**config.mk**
```make
export PLATFORM = sky130hd
export DESIGN_NAME = mosaic_layout_rectangles
export DESIGN_NICKNAME = d
export VERILOG_FILES = /design/src/rtl/mlr_pkg.sv /design/src/rtl/mlr_decode.sv /design/src/rtl/mlr_quot.sv /design/src/rtl/mlr_strip.sv /design/src/rtl/mosaic_layout_rectangles.sv
export SDC_FILE = /design/constraint.sdc
export NUM_CORES = 1
export LEC_CHECK = 0
export BUFFER_PORTS_ARGS = -buffer_cell sky130_fd_sc_hd__buf_2
export CELL_PAD_IN_SITES_DETAIL_PLACEMENT = 0
export CELL_PAD_IN_SITES_GLOBAL_PLACEMENT = 1
export CORE_MARGIN = 10
export CORE_UTILIZATION = 30
export DETAILED_ROUTE_END_ITERATION = 12
export GPL_TIMING_DRIVEN = 1
export PLACE_DENSITY = 0.53
export SETUP_SLACK_MARGIN = 0.02
export SYNTH_ARGS = -nofsm -noshare
export SYNTH_HDL_FRONTEND = slang
export SYNTH_SLANG_ARGS = --single-unit
```
**constraint.sdc**
```tcl
create_clock -name clk_i -period 11.1 [get_ports clk_i]
set_input_delay 1.665 -clock clk_i [delete_from_list [all_inputs] [get_ports clk_i]]
set_output_delay 1.665 -clock clk_i [all_outputs]
set_load 0.02 [all_outputs]
```
**src/rtl/mlr_pkg.sv**
```systemverilog
// Shared types, codes and tables of the mosaic layout rectangles block.
// Used by every module in rtl/; depends on nothing.
package mlr_pkg;

  typedef enum logic [1:0] {
    REG_FRAME_WIDTH  = 2'd0,
    REG_FRAME_HEIGHT = 2'd1,
    REG_LAYOUT_CODE  = 2'd2
  } cfg_index_e;

  typedef enum logic [1:0] {
    ST_OK    = 2'd0,
    ST_RANGE = 2'd1,
    ST_SMALL = 2'd2
  } status_e;

  typedef enum logic [3:0] {
    LAYOUT_1  = 4'd0,
    LAYOUT_2  = 4'd1,
    LAYOUT_3  = 4'd2,
    LAYOUT_4  = 4'd3,
    LAYOUT_6  = 4'd4,
    LAYOUT_8  = 4'd5,
    LAYOUT_9  = 4'd6,
    LAYOUT_13 = 4'd7,
    LAYOUT_16 = 4'd8,
    LAYOUT_25 = 4'd9
  } layout_e;

  localparam int unsigned DimW   = 14;
  localparam int unsigned UnitsW = DimW - 3;  // dimension in 8-pixel units
  localparam int unsigned QuotW  = UnitsW - 1;  // strip size in units, at least 2 strips

  // Tile placement in strips.
  typedef struct packed {
    logic [2:0] col;
    logic [2:0] row;
    logic [2:0] cspan;
    logic [2:0] rspan;
  } place_t;

  typedef struct packed {
    logic [2:0] strips;
    logic [4:0] count;
    logic [4:0] base;
    logic       tabled;
    logic       single;
    logic       defined;
  } layout_t;

  // Decoded query, handed from the decoder to the pipeline.
  typedef struct packed {
    place_t     place;
    logic [2:0] strips;
    logic       single;
    logic       bad_code;
    logic       over;
  } decode_t;

  // Irregular layouts: nibbles are col, row, col span, row span.
  localparam logic [15:0] PLACE_TAB [32] = '{
    16'h0122, 16'h2122,
    16'h1022, 16'h0222, 16'h2222,
    16'h0022, 16'h2011, 16'h2111, 16'h0211, 16'h1211, 16'h2211,
    16'h0033, 16'h3011, 16'h3111, 16'h3211,
    16'h0311, 16'h1311, 16'h2311, 16'h3311,
    16'h0011, 16'h1011, 16'h2011, 16'h3011,
    16'h0111, 16'h1122, 16'h3111,
    16'h0211, 16'h3211,
    16'h0311, 16'h1311, 16'h2311, 16'h3311
  };

  function automatic place_t place_lookup(input logic [4:0] idx);
    logic [15:0] e;
    e = PLACE_TAB[idx];
    return '{col: e[14:12], row: e[10:8], cspan: e[6:4], rspan: e[2:0]};
  endfunction

  function automatic layout_t layout_info(input logic [3:0] code);
    layout_t l;
    l = '{strips: 3'd1, count: 5'd0, base: 5'd0, tabled: 1'b0, single: 1'b0, defined: 1'b0};
    case (layout_e'(code))
      LAYOUT_1:  l = '{3'd1, 5'd1,  5'd0,  1'b0, 1'b1, 1'b1};
      LAYOUT_2:  l = '{3'd4, 5'd2,  5'd0,  1'b1, 1'b0, 1'b1};
      LAYOUT_3:  l = '{3'd4, 5'd3,  5'd2,  1'b1, 1'b0, 1'b1};
      LAYOUT_4:  l = '{3'd2, 5'd4,  5'd0,  1'b0, 1'b0, 1'b1};
      LAYOUT_6:  l = '{3'd3, 5'd6,  5'd5,  1'b1, 1'b0, 1'b1};
      LAYOUT_8:  l = '{3'd4, 5'd8,  5'd11, 1'b1, 1'b0, 1'b1};
      LAYOUT_9:  l = '{3'd3, 5'd9,  5'd0,  1'b0, 1'b0, 1'b1};
      LAYOUT_13: l = '{3'd4, 5'd13, 5'd19, 1'b1, 1'b0, 1'b1};
      LAYOUT_16: l = '{3'd4, 5'd16, 5'd0,  1'b0, 1'b0, 1'b1};
      LAYOUT_25: l = '{3'd5, 5'd25, 5'd0,  1'b0, 1'b0, 1'b1};
      default:   l = '{3'd1, 5'd0,  5'd0,  1'b0, 1'b0, 1'b0};
    endcase
    return l;
  endfunction

endpackage

```
**src/rtl/mlr_decode.sv**
```systemverilog
// Query decoder: layout code and tile index to strip placement and flags.
// Depends on mlr_pkg.
module mlr_decode (
  input  logic [3:0]       layout_code_i,
  input  logic [4:0]       tile_index_i,
  output mlr_pkg::decode_t dec_o
);

  mlr_pkg::layout_t lay;
  mlr_pkg::place_t  tab_place;
  logic [2:0]       grid_row;
  logic [4:0]       row_base;
  logic [4:0]       grid_col;

  always_comb begin
    lay       = mlr_pkg::layout_info(layout_code_i);
    tab_place = mlr_pkg::place_lookup(lay.base + tile_index_i);

    // Row of a regular grid: count the row starts at or below the index.
    grid_row = 3'd0;
    for (int k = 1; k < 5; k++) begin
      if ((k < int'(lay.strips)) && (int'(tile_index_i) >= k * int'(lay.strips))) begin
        grid_row = grid_row + 3'd1;
      end
    end
    row_base = 5'(grid_row * lay.strips);
    grid_col = tile_index_i - row_base;

    if (lay.tabled) begin
      dec_o.place = tab_place;
    end else begin
      dec_o.place = '{col: grid_col[2:0], row: grid_row, cspan: 3'd1, rspan: 3'd1};
    end
    dec_o.strips   = lay.strips;
    dec_o.single   = lay.single;
    dec_o.bad_code = !lay.defined;
    dec_o.over     = (tile_index_i >= lay.count);
  end

endmodule

```
**src/rtl/mlr_quot.sv**
```systemverilog
// Strip size of one dimension: units divided by 2..5, by shift or reciprocal.
// Depends on mlr_pkg.
module mlr_quot (
  input  logic [mlr_pkg::UnitsW-1:0] units_i,
  input  logic [2:0]                 strips_i,
  output logic [mlr_pkg::QuotW-1:0]  quot_o
);

  // 2731 / 2^13 and 1639 / 2^13 are exact floors for units below 2^11.
  logic [23:0] prod3;
  logic [21:0] prod5;

  assign prod3 = {13'd0, units_i} * 24'd2731;
  assign prod5 = {11'd0, units_i} * 22'd1639;

  always_comb begin
    case (strips_i)
      3'd2:    quot_o = units_i[10:1];
      3'd3:    quot_o = prod3[22:13];
      3'd4:    quot_o = {1'b0, units_i[10:2]};
      3'd5:    quot_o = {1'b0, prod5[21:13]};
      default: quot_o = units_i[9:0];
    endcase
  end

endmodule

```
**src/rtl/mlr_strip.sv**
```systemverilog
// Offset and size of a run of strips in one dimension, in pixels.
// Depends on mlr_pkg.
module mlr_strip (
  input  logic [12:0]              pos_mul_i,   // pos * strip size
  input  logic [12:0]              span_mul_i,  // span * strip size
  input  logic [2:0]               pos_i,
  input  logic [2:0]               span_i,
  input  logic [2:0]               rem_i,
  output logic [mlr_pkg::DimW-1:0] offset_o,
  output logic [mlr_pkg::DimW-1:0] size_o
);

  logic [3:0]  run_end;
  logic [3:0]  lim;
  logic [2:0]  extra_pos;
  logic [2:0]  extra_span;
  logic [12:0] off_units;
  logic [12:0] size_units;

  always_comb begin
    // The first rem strips carry one extra unit each.
    extra_pos  = (pos_i < rem_i) ? pos_i : rem_i;
    run_end    = {1'b0, pos_i} + {1'b0, span_i};
    lim        = (run_end < {1'b0, rem_i}) ? run_end : {1'b0, rem_i};
    extra_span = (lim > {1'b0, pos_i}) ? 3'(lim - {1'b0, pos_i}) : 3'd0;
    off_units  = pos_mul_i + {10'd0, extra_pos};
    size_units = span_mul_i + {10'd0, extra_span};
    offset_o   = {off_units[10:0], 3'b000};
    size_o     = {size_units[10:0], 3'b000};
  end

endmodule

```
**src/rtl/mosaic_layout_rectangles.sv**
```systemverilog
// Top level of the mosaic layout rectangles block: config registers and pipeline.
// Depends on mlr_pkg, mlr_decode, mlr_quot and mlr_strip.
//
// Answers one tile query per clock: for a tile index it returns the tile's left and
// top offsets, width and height in pixels, plus a status (ok, index beyond the
// layout's tile count or undefined layout code, or frame dimension too small to
// split). Each dimension is cut into 2 to 5 strips that are multiples of 8 pixels,
// the remainder spread over the first strips; the single-tile layout returns the
// whole frame unrounded. A query passes three register stages before tvalid rises
// on the result side. Stage 1 decodes the layout and divides the dimensions by the
// strip count, stage 2 forms the remainders, the strip products and the status,
// stage 3 adds the extra units and registers the result. The pipeline takes a new
// query every cycle; a stalled result side holds each stage in place. Frame size
// and layout code are written through the cfg port, which is always ready; write it
// only while no query is in flight.
module mosaic_layout_rectangles (
  input  logic        clk_i,
  input  logic        rst_ni,
  // configuration write channel
  input  logic        cfg_valid_i,
  output logic        cfg_ready_o,
  input  logic [1:0]  cfg_index_i,
  input  logic [13:0] cfg_data_i,
  // query side
  input  logic        s_axis_tvalid_i,
  output logic        s_axis_tready_o,
  input  logic [7:0]  s_axis_tdata_i,   // [4:0] tile_index, [7:5] zero
  // result side
  output logic        m_axis_tvalid_o,
  input  logic        m_axis_tready_i,
  output logic [55:0] m_axis_tdata_o,   // [13:0] left_offset, [27:14] top_offset,
                                        // [41:28] tile_width, [55:42] tile_height
  output logic [1:0]  m_axis_tuser_o    // [1:0] status
);

  // ---------------------------------------------------------------- config
  logic [13:0] frame_width_q;
  logic [13:0] frame_height_q;
  logic [3:0]  layout_code_q;

  assign cfg_ready_o = 1'b1;

  always_ff @(posedge clk_i or negedge rst_ni) begin
    if (!rst_ni) begin
      frame_width_q  <= 14'd1920;
      frame_height_q <= 14'd1080;
      layout_code_q  <= 4'd0;
    end else if (cfg_valid_i) begin
      case (mlr_pkg::cfg_index_e'(cfg_index_i))
        mlr_pkg::REG_FRAME_WIDTH:  frame_width_q  <= cfg_data_i;
        mlr_pkg::REG_FRAME_HEIGHT: frame_height_q <= cfg_data_i;
        mlr_pkg::REG_LAYOUT_CODE:  layout_code_q  <= cfg_data_i[3:0];
        default: ;  // unused index: drop the write
      endcase
    end
  end

  logic [mlr_pkg::UnitsW-1:0] units_w;
  logic [mlr_pkg::UnitsW-1:0] units_h;
  assign units_w = frame_width_q[13:3];
  assign units_h = frame_height_q[13:3];

  // ---------------------------------------------------------------- flow control
  // A stage advances when it is empty or the stage after it advances.
  logic v1_q, v2_q, v3_q;
  logic adv1, adv2, adv3;

  assign adv3            = !v3_q || m_axis_tready_i;
  assign adv2            = !v2_q || adv3;
  assign adv1            = !v1_q || adv2;
  assign s_axis_tready_o = adv1;
  assign m_axis_tvalid_o = v3_q;

  always_ff @(posedge clk_i or negedge rst_ni) begin
    if (!rst_ni) begin
      v1_q <= 1'b0;
      v2_q <= 1'b0;
      v3_q <= 1'b0;
    end else begin
      if (adv1) v1_q <= s_axis_tvalid_i;
      if (adv2) v2_q <= v1_q;
      if (adv3) v3_q <= v2_q;
    end
  end

  // ---------------------------------------------------------------- stage 1
  // Decode the query and divide both dimensions by the strip count.
  mlr_pkg::decode_t           dec_d, dec1_q;
  logic [mlr_pkg::QuotW-1:0]  qw_d, qh_d, qw1_q, qh1_q;

  mlr_decode u_decode (
    .layout_code_i (layout_code_q),
    .tile_index_i  (s_axis_tdata_i[4:0]),
    .dec_o         (dec_d)
  );

  mlr_quot u_quot_w (.units_i(units_w), .strips_i(dec_d.strips), .quot_o(qw_d));
  mlr_quot u_quot_h (.units_i(units_h), .strips_i(dec_d.strips), .quot_o(qh_d));

  always_ff @(posedge clk_i) begin
    if (adv1) begin
      dec1_q <= dec_d;
      qw1_q  <= qw_d;
      qh1_q  <= qh_d;
    end
  end

  // ---------------------------------------------------------------- stage 2
  // Remainders, strip products and the final status.
  logic [12:0] qnw, qnh;
  logic [2:0]  rw_d, rh_d;
  logic [12:0] lmul_d, wmul_d, tmul_d, hmul_d;
  logic [1:0]  status_d;

  logic [2:0]  rw2_q, rh2_q;
  logic [12:0] lmul2_q, wmul2_q, tmul2_q, hmul2_q;
  logic [1:0]  status2_q;
  logic        single2_q;
  mlr_pkg::place_t place2_q;

  always_comb begin
    qnw    = {3'd0, qw1_q} * {10'd0, dec1_q.strips};
    qnh    = {3'd0, qh1_q} * {10'd0, dec1_q.strips};
    rw_d   = 3'(units_w - qnw[10:0]);
    rh_d   = 3'(units_h - qnh[10:0]);
    lmul_d = {10'd0, dec1_q.place.col}   * {3'd0, qw1_q};
    wmul_d = {10'd0, dec1_q.place.cspan} * {3'd0, qw1_q};
    tmul_d = {10'd0, dec1_q.place.row}   * {3'd0, qh1_q};
    hmul_d = {10'd0, dec1_q.place.rspan} * {3'd0, qh1_q};

    // Bad code first, then the single tile, then too small before out of range.
    if (dec1_q.bad_code) begin
      status_d = mlr_pkg::ST_RANGE;
    end else if (dec1_q.single) begin
      status_d = dec1_q.over ? mlr_pkg::ST_RANGE : mlr_pkg::ST_OK;
    end else if (qw1_q == '0 || qh1_q == '0) begin
      status_d = mlr_pkg::ST_SMALL;
    end else if (dec1_q.over) begin
      status_d = mlr_pkg::ST_RANGE;
    end else begin
      status_d = mlr_pkg::ST_OK;
    end
  end

  always_ff @(posedge clk_i) begin
    if (adv2) begin
      rw2_q     <= rw_d;
      rh2_q     <= rh_d;
      lmul2_q   <= lmul_d;
      wmul2_q   <= wmul_d;
      tmul2_q   <= tmul_d;
      hmul2_q   <= hmul_d;
      status2_q <= status_d;
      single2_q <= dec1_q.single;
      place2_q  <= dec1_q.place;
    end
  end

  // ---------------------------------------------------------------- stage 3
  // Add the extra units of the leading strips and register the result.
  logic [13:0] left_d, width_d, top_d, height_d;
  logic [55:0] tdata_d, tdata_q;
  logic [1:0]  tuser_q;

  mlr_strip u_strip_w (
    .pos_mul_i  (lmul2_q),
    .span_mul_i (wmul2_q),
    .pos_i      (place2_q.col),
    .span_i     (place2_q.cspan),
    .rem_i      (rw2_q),
    .offset_o   (left_d),
    .size_o     (width_d)
  );

  mlr_strip u_strip_h (
    .pos_mul_i  (tmul2_q),
    .span_mul_i (hmul2_q),
    .pos_i      (place2_q.row),
    .span_i     (place2_q.rspan),
    .rem_i      (rh2_q),
    .offset_o   (top_d),
    .size_o     (height_d)
  );

  always_comb begin
    if (status2_q != mlr_pkg::ST_OK) begin
      tdata_d = '0;
    end else if (single2_q) begin
      // whole frame, no rounding to 8
      tdata_d = {frame_height_q, frame_width_q, 14'd0, 14'd0};
    end else begin
      tdata_d = {height_d, width_d, top_d, left_d};
    end
  end

  always_ff @(posedge clk_i) begin
    if (adv3) begin
      tdata_q <= tdata_d;
      tuser_q <= status2_q;
    end
  end

  assign m_axis_tdata_o = tdata_q;
  assign m_axis_tuser_o = tuser_q;

  // ---------------------------------------------------------------- checks
  a_err_zero_rect: assert property (@(posedge clk_i) disable iff (!rst_ni)
    (m_axis_tvalid_o && m_axis_tuser_o != mlr_pkg::ST_OK) |-> (m_axis_tdata_o == '0))
    else $error("nonzero status with nonzero rectangle");

  a_status_code: assert property (@(posedge clk_i) disable iff (!rst_ni)
    m_axis_tvalid_o |-> (m_axis_tuser_o != 2'd3))
    else $error("undefined status code");

  a_mid_hold: assert property (@(posedge clk_i) disable iff (!rst_ni)
    (v2_q && v3_q && !m_axis_tready_i) |=> (v2_q && $stable(status2_q)))
    else $error("middle stage lost its item under stall");

  a_full_block: assert property (@(posedge clk_i) disable iff (!rst_ni)
    (v1_q && v2_q && v3_q && !m_axis_tready_i) |-> !s_axis_tready_o)
    else $error("query taken while the pipeline is full and stalled");

endmodule

```
==> impl_metrics.csv <==
group,metric,value,unit
cells_and_area,finalInstanceArea,23000,um2
synth,synth.avg_cell_area,10.1,um2
timing,hold_viol,0,
timing,max_slew_margin,0.287,
grt,grt_use_total,0.131,
synth,synth_warnings,0,
clock_network,count_of_buffers_added_by_post_cts_timing_repair_for_setup,0,
placement,dpl_worst_slack,4.54,ns
grt,maximum_number_of_pins_on_one_net_before_global_route_repair,63,
synth,syn_inst,2070,
floorplan,die_x,284,um
critical_path,r2r.worst_path.cells,24,
clock_network,cts.sinks,182,
critical_path,worstPathMaxFanout,7,
placement,gp_routability_congestion,0.795,
worst_hold_path,hold-path-cell-count,0,
timing,setup_violations,0,
synth,synth_edf_count,147,
critical_path,worst-setup-path-type,"reg2reg",
synth,ys_async_sr_fraction,0.192,
timing,final-max-slew-violation-count,0,
critical_path,start_kind,"flip-flop",
grt,first_global_vias,15000,
critical_path,path_delay_family,"adder cells",
drt,first_pass_drt_iterations,6,
grt,grt_pass1_wl,83.5,mm
run_status,status,"completed",
synth,synth.yosys.seq_area_share,0.254,
timing,finalSetupTns,0,ns
critical_path,cp_cell_sequence,"inv_1 > ha_1 > xor2_1 > o21ai_1 > inv_1 > ha_1 > fa_1 > xnor2_1 > ha_1 > a21oi_1 > o21ai_0 > a21oi_1 > nor2_1 > xor2_1 > ha_1 > mux2_2 > and2_1 > ha_1 > inv_1 > fa_1 > xnor2_1 > xnor2_1 > o21ai_0 > nor3b_2",
floorplan,die_h,284,um
floorplan,starting_density_of_the_core,0.303,
floorplan,die_area,80600,um2
timing,rsz0062_at_grt,"no",
critical_path,rrSetupSlack,4.63,ns
timing,finalCriticalPeriod,6.47,ns
clock_network,buffer_type_at_the_clock_tree_root,"clkbuf_16",
drt,detail_route.vias_per_cell,4.60,
critical_path,crit_required,11.31,ns
clock_network,numCtsBuffers,17,
grt,grt_overflow,0,
cells_and_area,final_core_util,0.334,
floorplan,io-pin-count,90,
timing,worst_slew_pin_slew,1.06,ns
synth,ys_ff_latch,182,
drt,detailroute.via_count,14200,
critical_path,r2r-end,"dec1_q[17]$_SDFFCE_PP0P_",
clock_network,holdBufCountCts,0,
timing,fmax,155,MHz
grt,grt_antenna_before_repair,8,
cells_and_area,area_growth_syn_to_layout,10.1,%
synth,synth_top_flop_cell,"edfxtp_1",
clock_network,clk-insertion-delay-late,0.47,ns
drt,wire_per_inst,16.6,um
job,drv_cap,0,
placement,detailedPlacementHpwl,41.6,mm
clock_network,max-clock-path-buffers,2,
critical_path,cpPeakStageDelay,0.61,ns
clock_network,resize_count_post_cts,0,
drt,initialDrtViolationCount,742,
synth,synthesis.area,20900,um2
timing,fin_ws,4.63,ns
critical_path,combined_buffer_and_inverter_count_along_the_critical_path,3,
worst_hold_path,class_of_the_worst_hold_path,"reg2reg",
drt,wirelength,51.2,mm
floorplan,rows,96,
critical_path,crit_arrival,6.68,ns
drt,remaining_antenna_violation_count_after_routing,0,
synth,netlist-cell-type-count,75,
floorplan,core-area,68800,um2
cells_and_area,nNetsFinal,2730,
critical_path,crit_path_end_kind,"flip-flop",
clock_network,htreeDepth,4,
timing,final.setup_skew,0.0173,ns
critical_path,timing.rr.start,"layout_code_q[0]$_DFFE_PN0P_",
clock_network,worst_setup_hold_path_clk_slew,0.07,ns
placement,post_dp_cell_area,22400,um2
critical_path,crit_path_top_delay_cell,"o21ai_1",
clock_network,clock_tree_from_tritoncts,"done",
critical_path,cp_dominant_cell_by_count,"ha_1",
timing,period_share,0.583,
cells_and_area,drive_above_1_share,0.0817,
placement,place.port_buffers,79,
drt,drt_drc_violations_left,0,
worst_hold_path,hold_path_end,"single2_q$_DFFE_PP_",
worst_hold_path,min-delay-start,"dec1_q[2]$_SDFFCE_PP0P_",
[cell usage after synthesis, types with 9 or more instances]
master	instances	area share
xor2_1	51	0.021
nor3_1	11	0.0026
xnor2_1	76	0.032
o21bai_1	11	0.0040
a21o_1	24	0.0086
o21ai_0	81	0.019
fa_1	167	0.16
and3_1	11	0.0033
mux2_2	31	0.017
o21a_1	9	0.0032
nand2_1	150	0.027
nor2b_1	18	0.0054
edfxtp_1	147	0.21
nor2_1	80	0.014
o211ai_1	12	0.0043
a211oi_1	10	0.0036
and2_1	78	0.023
nand2b_1	20	0.0060
a222oi_1	12	0.0058
nand3_1	13	0.0031
mux2i_1	10	0.0048
clkbuf_1	32	0.0058
dfrtp_1	27	0.032
inv_1	375	0.067
a21oi_1	82	0.020
ha_1	393	0.24
[stage by stage]
step | hold slack (ns) | std cells
final | 0.457 | 3086
after global placement | 0.444 | 3053
after floorplan | 0.424 | 2075
after CTS | 0.464 | 3085
after detailed placement | 0.447 | 3053
after global routing | 0.480 | 3085
[worst max path at each step]
stage | from | to | cells past startpoint
2_1_floorplan | layout_code_q[0]$_DFFE_PN0P_ | dec1_q[17]$_SDFFCE_PP0P_ | 24
3_3_place_gp | frame_height_q[12]$_DFFE_PN0P_ | qh1_q[9]$_DFFE_PP_ | 16
3_5_place_dp | layout_code_q[0]$_DFFE_PN0P_ | dec1_q[17]$_SDFFCE_PP0P_ | 24
4_1_cts | frame_height_q[12]$_DFFE_PN0P_ | qh1_q[9]$_DFFE_PP_ | 16
5_1_grt | layout_code_q[0]$_DFFE_PN0P_ | dec1_q[17]$_SDFFCE_PP0P_ | 24
6_report | layout_code_q[0]$_DFFE_PN0P_ | dec1_q[17]$_SDFFCE_PP0P_ | 24
[area by class of cell]
type                            instances  area (um2)
Clock buffer                           18         429
Multi-Input combinational cell       1473       14000
Sequential cell                       182        5300
Clock inverter                         14         191
Tap cell                              931        1160
Inverter                              376        1410
Fill cell                            7068       45800
Antenna cell                            1        2.50
Timing Repair Buffer                   91         485
[worst reg2reg max path: cells and delay by family, from the launching register on]
| family | cells | cell delay, ns |
|---|---|---|
| adders and majority gates | 7 | 2.28 |
| AOI/OAI and AO/OA | 5 | 1.33 |
| xor gates and xnor gates | 5 | 0.83 |
| buffers and inverters | 3 | 0.53 |
| and+or+nand+nor | 3 | 0.46 |
| muxes | 1 | 0.30 |
| DFF | 1 | 0.49 |
[sequential cells by signal, summed over array words and instances (netlist names), 11 cells and up]
name	flops
tmul2_q	11
hmul2_q	11
dec1_q	14
m_axis_tdata_o	50
frame_height_q	14
lmul2_q	11
wmul2_q	11
frame_width_q	14
[placed cells by master, fill, tap and decap left out, types with 51 or more instances in the layout]
cell | netlist | layout
a21oi_1 | 82 | 82
o21ai_0 | 81 | 80
inv_1 | 375 | 375
and2_1 | 78 | 78
ha_1 | 393 | 393
edfxtp_1 | 147 | 147
xnor2_1 | 76 | 76
xor2_1 | 51 | 51
nand2_1 | 150 | 150
nor2_1 | 80 | 80
buf_2 | 4 | 79
fa_1 | 167 | 167
[layer usage]
metal | vias up | GRT usage | share of wire | wire length (um)
li1 | 7095 | - | - | -
met1 | 6894 | 0.184 | 0.51 | 26300
met2 | 152 | 0.202 | 0.44 | 22400
met3 | 39 | 0.0284 | 0.040 | 2050
met4 | 16 | 0.0251 | 0.0084 | 430
met5 | - | 0 | 0.0021 | 110
[logic make-up (layout without fill, tap and decap cells)]
group,count (synthesis),in the layout,synth area share
AO/OA/AOI/OAI,311,311,0.0963
other,2,8,0.000360
adder cells (fa/ha/maj),560,560,0.396
flip-flops,182,182,0.254
XOR/XNOR,128,128,0.0543
AND/OR/NAND/NOR,426,426,0.101
multiplexers,41,41,0.0215
buffers and inverters,420,499,0.0772
Power is not shown: default switching activity piles up to over one toggle a cycle in this logic, so the estimate is an artifact.
